--- config.mk ---
export PLATFORM = sky130hd
export DESIGN_NAME = event_rate_throttle
export DESIGN_NICKNAME = d
export VERILOG_FILES = /design/src/ert_pkg.sv /design/src/ert_cfg.sv /design/src/ert_core.sv /design/src/event_rate_throttle.sv
export SDC_FILE = /design/constraint.sdc
export NUM_CORES = 1
export LEC_CHECK = 0
export ABC_AREA = 1
export BUFFER_PORTS_ARGS = -buffer_cell sky130_fd_sc_hd__buf_2
export CORE_MARGIN = 3
export CORE_UTILIZATION = 49
export CTS_CLUSTER_SIZE = 10
export DETAILED_ROUTE_END_ITERATION = 10
export GPL_TIMING_DRIVEN = 0
export PLACE_DENSITY = 0.68
export RECOVER_POWER = 100
export SKIP_CTS_REPAIR_TIMING = 1
export SYNTH_ARGS = -nofsm -noshare
export SYNTH_HDL_FRONTEND = slang
export SYNTH_SLANG_ARGS = --single-unit
--- constraint.sdc ---
create_clock -name clk -period 5.22 [get_ports clk]
set_input_delay 0.522 -clock clk [delete_from_list [all_inputs] [get_ports clk]]
set_output_delay 0.522 -clock clk [all_outputs]
set_load 0.01 [all_outputs]
--- src/ert_pkg.sv ---
// Shared types and constants for the event rate throttle.
package ert_pkg;

  // Field widths
  localparam int unsigned LevelW     = 17;
  localparam int unsigned ThreshW    = 16;
  localparam int unsigned CostW      = 8;
  localparam int unsigned CfgIndexW  = 1;
  localparam int unsigned CfgDataW   = 16;

  // Saturation point of the fill level
  localparam logic [LevelW-1:0] LevelMax = {LevelW{1'b1}};

  // Register reset values
  localparam logic [ThreshW-1:0] ThreshReset = 16'd100;
  localparam logic [CostW-1:0]   CostReset   = 8'd10;

  // Register indexes
  localparam logic [CfgIndexW-1:0] RegThreshold = 1'd0;
  localparam logic [CfgIndexW-1:0] RegCost      = 1'd1;

  // Operation codes
  localparam logic OpEvent = 1'b0;
  localparam logic OpTick  = 1'b1;

  // Throttle mode
  typedef enum logic [1:0] {
    MODE_NONE       = 2'd0,
    MODE_THROTTLING = 2'd1,
    MODE_THROTTLED  = 2'd2
  } mode_t;

  // Configuration seen by the core
  typedef struct packed {
    logic [ThreshW-1:0] threshold;
    logic [CostW-1:0]   cost;
  } cfg_t;

  // One result word
  typedef struct packed {
    logic [1:0] throttle_mode;
    logic       clear_alarm;
    logic       raise_alarm;
    logic       forward_event;
  } result_t;

endpackage

--- src/ert_cfg.sv ---
// Configuration registers of the event rate throttle.
module ert_cfg
  import ert_pkg::*;
(
  input  logic                 clk,
  input  logic                 rst,
  input  logic                 cfg_we,
  input  logic [CfgIndexW-1:0] cfg_index,
  input  logic [CfgDataW-1:0]  cfg_data,
  output cfg_t                 cfg
);

  logic [ThreshW-1:0] threshold;
  logic [CostW-1:0]   cost;

  // Register writes
  always_ff @(posedge clk) begin
    if (rst) begin
      threshold <= ThreshReset;
      cost      <= CostReset;
    end else if (cfg_we) begin
      unique case (cfg_index)
        RegThreshold: threshold <= cfg_data[ThreshW-1:0];
        RegCost:      cost      <= cfg_data[CostW-1:0];
        default: ;
      endcase
    end
  end

  assign cfg.threshold = threshold;
  assign cfg.cost      = cost;

endmodule

--- src/ert_core.sv ---
// Bucket state and per-word step logic of the event rate throttle.
module ert_core
  import ert_pkg::*;
(
  input  logic    clk,
  input  logic    rst,
  input  cfg_t    cfg,
  input  logic    step,       // advance state with the word below
  input  logic    operation,
  input  logic    is_measurement,
  output result_t result
);

  logic [LevelW-1:0] fill_level, fill_level_next;
  mode_t             mode, mode_next;

  logic [LevelW:0]   sum;
  logic [LevelW-1:0] level_ev;
  logic              below;
  logic              add_cost;

  // Step logic: one add with saturation, one compare, mode update
  always_comb begin
    add_cost = !is_measurement && (mode == MODE_NONE);
    sum      = {1'b0, fill_level} + {{(LevelW+1-CostW){1'b0}}, cfg.cost};
    level_ev = fill_level;
    if (add_cost) begin
      level_ev = sum[LevelW] ? LevelMax : sum[LevelW-1:0];
    end
    below = level_ev < {{(LevelW-ThreshW){1'b0}}, cfg.threshold};

    fill_level_next      = fill_level;
    mode_next            = mode;
    result.forward_event = 1'b0;
    result.raise_alarm   = 1'b0;
    result.clear_alarm   = 1'b0;

    if (operation == OpEvent) begin
      fill_level_next = level_ev;
      if (below) begin
        result.forward_event = 1'b1;
        mode_next            = MODE_NONE;
      end else begin
        unique case (mode)
          MODE_NONE: begin
            result.raise_alarm = 1'b1;
            mode_next          = MODE_THROTTLING;
          end
          MODE_THROTTLING: begin
            result.forward_event = 1'b1;
            mode_next            = MODE_THROTTLED;
          end
          default: ;
        endcase
      end
    end else begin
      // Tick: clear on exact match, then leak one unit
      if (fill_level == {{(LevelW-ThreshW){1'b0}}, cfg.threshold}) begin
        result.clear_alarm = 1'b1;
      end
      if (fill_level != '0) begin
        fill_level_next = fill_level - LevelW'(1);
      end
    end
    result.throttle_mode = mode_next;
  end

  // State registers
  always_ff @(posedge clk) begin
    if (rst) begin
      fill_level <= '0;
      mode       <= MODE_NONE;
    end else if (step) begin
      fill_level <= fill_level_next;
      mode       <= mode_next;
    end
  end

endmodule

--- src/event_rate_throttle.sv ---
// Event rate throttle top level: input register, step core, result register.
// An accepted word passes the input register, then the result register, to m_*.
// Throughput: one word per cycle unless stalled; bucket add/compare is one stage.
// Back pressure on m_tready stalls both stages; the input register drains
// into the result register on the cycle the result slot frees up.
// Reset (rst, synchronous): level 0, mode none, threshold 100, cost 10.
module event_rate_throttle
  import ert_pkg::*;
(
  input  logic                 clk,
  input  logic                 rst,
  input  logic                 cfg_we,
  input  logic [CfgIndexW-1:0] cfg_index,
  input  logic [CfgDataW-1:0]  cfg_data,
  input  logic                 s_tvalid,
  output logic                 s_tready,
  input  logic [7:0]           s_tdata,   // [0] is_measurement, [7:1] zero
  input  logic [0:0]           s_tuser,   // [0] operation
  output logic                 m_tvalid,
  input  logic                 m_tready,
  output logic [7:0]           m_tdata    // [0] forward_event, [1] raise_alarm,
                                          // [2] clear_alarm, [4:3] throttle_mode,
                                          // [7:5] zero
);

  cfg_t    cfg;
  result_t result;

  logic    in_valid;
  logic    in_op;
  logic    in_meas;
  logic    out_valid;
  result_t out_word;
  logic    out_free;
  logic    fire;

  ert_cfg u_cfg (
    .clk       (clk),
    .rst       (rst),
    .cfg_we    (cfg_we),
    .cfg_index (cfg_index),
    .cfg_data  (cfg_data),
    .cfg       (cfg)
  );

  ert_core u_core (
    .clk            (clk),
    .rst            (rst),
    .cfg            (cfg),
    .step           (fire),
    .operation      (in_op),
    .is_measurement (in_meas),
    .result         (result)
  );

  // Handshake
  assign out_free = !out_valid || m_tready;
  assign fire     = in_valid && out_free;
  assign s_tready = !in_valid || out_free;

  // Input register
  always_ff @(posedge clk) begin
    if (rst) begin
      in_valid <= 1'b0;
    end else if (s_tready) begin
      in_valid <= s_tvalid;
    end
  end

  always_ff @(posedge clk) begin
    if (s_tready && s_tvalid) begin
      in_op   <= s_tuser[0];
      in_meas <= s_tdata[0];
    end
  end

  // Result register
  always_ff @(posedge clk) begin
    if (rst) begin
      out_valid <= 1'b0;
    end else if (out_free) begin
      out_valid <= in_valid;
    end
  end

  always_ff @(posedge clk) begin
    if (fire) begin
      out_word <= result;
    end
  end

  assign m_tvalid = out_valid;
  assign m_tdata  = {3'b000, out_word};

endmodule

==> impl_metrics.toml <==
[status]
status = "finished, final reports clean"

[timing]
clock_skew_ns = 0.008396
slew-limit-headroom = 0.4325
timing.final.crit_share = 0.7672
fin_setup_tns_ns = 0
worst_pin_slew_ns = 0.8298
fin_ws_ns = 1.215
slew_viol_final = 0
whs_ns = 0.3834
final.min_clock_period_ns = 4.005
setup_violations = 0
rsz0062_at_grt = "false"
hold_viol = 0
fmax_ghz = 0.2497

[floorplan]
coreArea_sq_mm = 0.007447
pin_count = 41
start_util = 0.5181
fp.dieH_microns = 94.74
rows = 31
die_x_microns = 94.74
die_area_sq_mm = 0.008976

[synthesis]
synth_cell_type_count = 46
synthCells = 545
synth_edf_count = 7
yosysWarnings = 0
ys_seq_area_frac = 0.2879
async_reset_ff_frac = 0
synth.avg_cell_area_sq_um = 7.080
synth-seq-cells = 52
syn_area_sq_mm = 0.003859
synth_top_flop_cell = "dfxtp_1"

[clock_network]
numCtsBuffers = 5
cts.sinks = 52
cts_tree = "yes"
clock_path_buffers = 2
cts_root_buf = "clkbuf_8"
h-tree-depth = 2
clk_pin_slew_worst_paths_ns = 0.10
clock_latency_ns = 0.31

[global_routing]
grt_usage = 0.2496
antenna_found_initial = 0
grt_max_degree = 17
grt_overflow = 0
grt_pass1_wl_microns = 17370
grt_pass1_vias = 3394

[min_path]
whs_path_depth = 1
hold_end = "in_meas"
min_from = "s_tdata[0]"
hp-class = "in -> reg"

[place]
place_congestion = 0.9599
place_hpwl_microns = 8409
dp.cells = 676
dpl_cell_area_sq_mm = 0.004140
dp_slack_ns = 1.722
portBuffers = 30

[critical_path]
max_stage_delay_ns = 0.48
cp-end-kind = "register"
timing.critical_path.cells = "ha_1 > fa_1 > nand2_1 > o21ai_0 > nand2_1 > nand2_1 > nand2_1 > nor3_1 > inv_1 > nand2_1 > nand3_1 > ha_1 > a21oi_1 > o21ai_0 > nand2_1 > nand2_1 > nand2_1 > nand2_1 > nand2_1 > nand2_1 > nor2_2 > nand2_1 > nand3_1 > nand2_1"
start_kind = "register"
path_max_fanout = 6
required_ns = 5.30
critPathKind = "reg -> reg"
r2r-end = "m_tdata[4]"
reg2reg_depth = 24
slowest_stage = "dfxtp_1"
r2r_slack_ns = 1.22
reg2reg_from = "u_core.fill_level[0]"
crit_arrival_ns = 4.08
cp_common_cell = "nand2_1"

[route]
drc_errors = 0
vias = 3797
drtAntennaViolNets = 0
routedWlPerCell_microns = 15.74
dr.pass1.iters = 5
drt_iter0_drc = 375
wl_microns = 10770
viasPerCell = 5.551

[power]
vdd_drop_max_v = 0.0001253
p_leak_nw = 2.000
p_total_mw = 1.119
p_per_area_mw_per_mm2 = 267.3

[finish]
final_common_cell = "nand2_1"
nets = 642
antenna_cells = 0
fin_util = 0.5623
area.growth.synth_to_final_pct = 8.528
layout_common_cells = "101 x nand2_1, 67 x inv_1, 54 x a21oi_1, 46 x o21ai_0, 45 x dfxtp_1"
design_area_sq_mm = 0.004188
final_cells = 684
drive_above_1_share = 0.1368

[job]
drv_cap = 0
[state kept, by name, indices dropped and copies added, names as in the netlist]
signal             count
m_tdata                5
in_op                  1
u_cfg.threshold       16
m_tvalid               1
u_core.fill_level     17
u_core.mode            2
u_cfg.cost             8
in_meas                1
in_valid               1
[metal layers]
layer | track usage | part of all wire | up-vias
met3 | 0.02629 | 0.074 | 13
li1 | - | - | 1887
met4 | 0.05649 | 0.012 | 0
met1 | 0.3668 | 0.47 | 1737
met2 | 0.3928 | 0.44 | 160
met5 | 0 | 0 | -
[worst max-delay path by stage]
stage                               startpoint         end  slack [ns]  cells after the start
after floorplan           u_core.fill_level[0]  m_tdata[3]        2.37                     24
after global placement    u_core.fill_level[0]  m_tdata[4]        1.76                     24
after detailed placement  u_core.fill_level[0]  m_tdata[4]        1.72                     24
after CTS                 u_core.fill_level[0]  m_tdata[4]        1.71                     24
after global routing      u_core.fill_level[0]  m_tdata[3]        0.81                     24
final                     u_core.fill_level[0]  m_tdata[4]        1.22                     24
[critical path: cells and delay by family, from the launching register on]
kind | cells | cell delay, ns
compound gates | 3 | 0.59
simple gates | 17 | 1.81
flops | 1 | 0.48
fa+ha+maj | 3 | 0.82
buf+inv | 1 | 0.08
[report_power, final]
part	leakage (nW)	internal (mW)	switching [mW]
clock	0.0558	0.145	0.148
combinational	1.51	0.132	0.232
sequential	0.439	0.435	0.0264
[kinds of logic (layout without fill, tap and decap cells)]
kind of cell,after synthesis,in the layout,synth area share
AO/OA/AOI/OAI,138,138,0.1994
XOR/XNOR,16,16,0.03632
adder cells (fa/ha/maj),27,27,0.08949
buffers and inverters,104,142,0.1209
flip-flops,52,52,0.2879
other,1,3,0.0009718
AND/OR/NAND/NOR,207,207,0.2649
[cell usage after synthesis, types with 10 or more instances]
master | n | area share
nand3_1 | 30 | 0.039
dfxtp_1 | 45 | 0.23
inv_1 | 66 | 0.064
xor2_1 | 13 | 0.030
ha_1 | 26 | 0.084
a21oi_1 | 53 | 0.069
o21ai_1 | 15 | 0.019
o21ai_0 | 39 | 0.051
inv_2 | 10 | 0.0097
nand2_1 | 99 | 0.096
nor2_1 | 34 | 0.033
o22ai_1 | 10 | 0.016
[cell type report]
cell class | count | area [sq um]
timing repair buffer | 30 | 138.9
multi-input combinational | 391 | 2241
clock inverter | 2 | 38.79
clock buffer | 6 | 72.57
inverter | 78 | 295.3
tap | 99 | 123.9
buffer | 26 | 166.4
sequential | 52 | 1111
fill | 759 | 3259
Power figures use the tool's default switching activity.
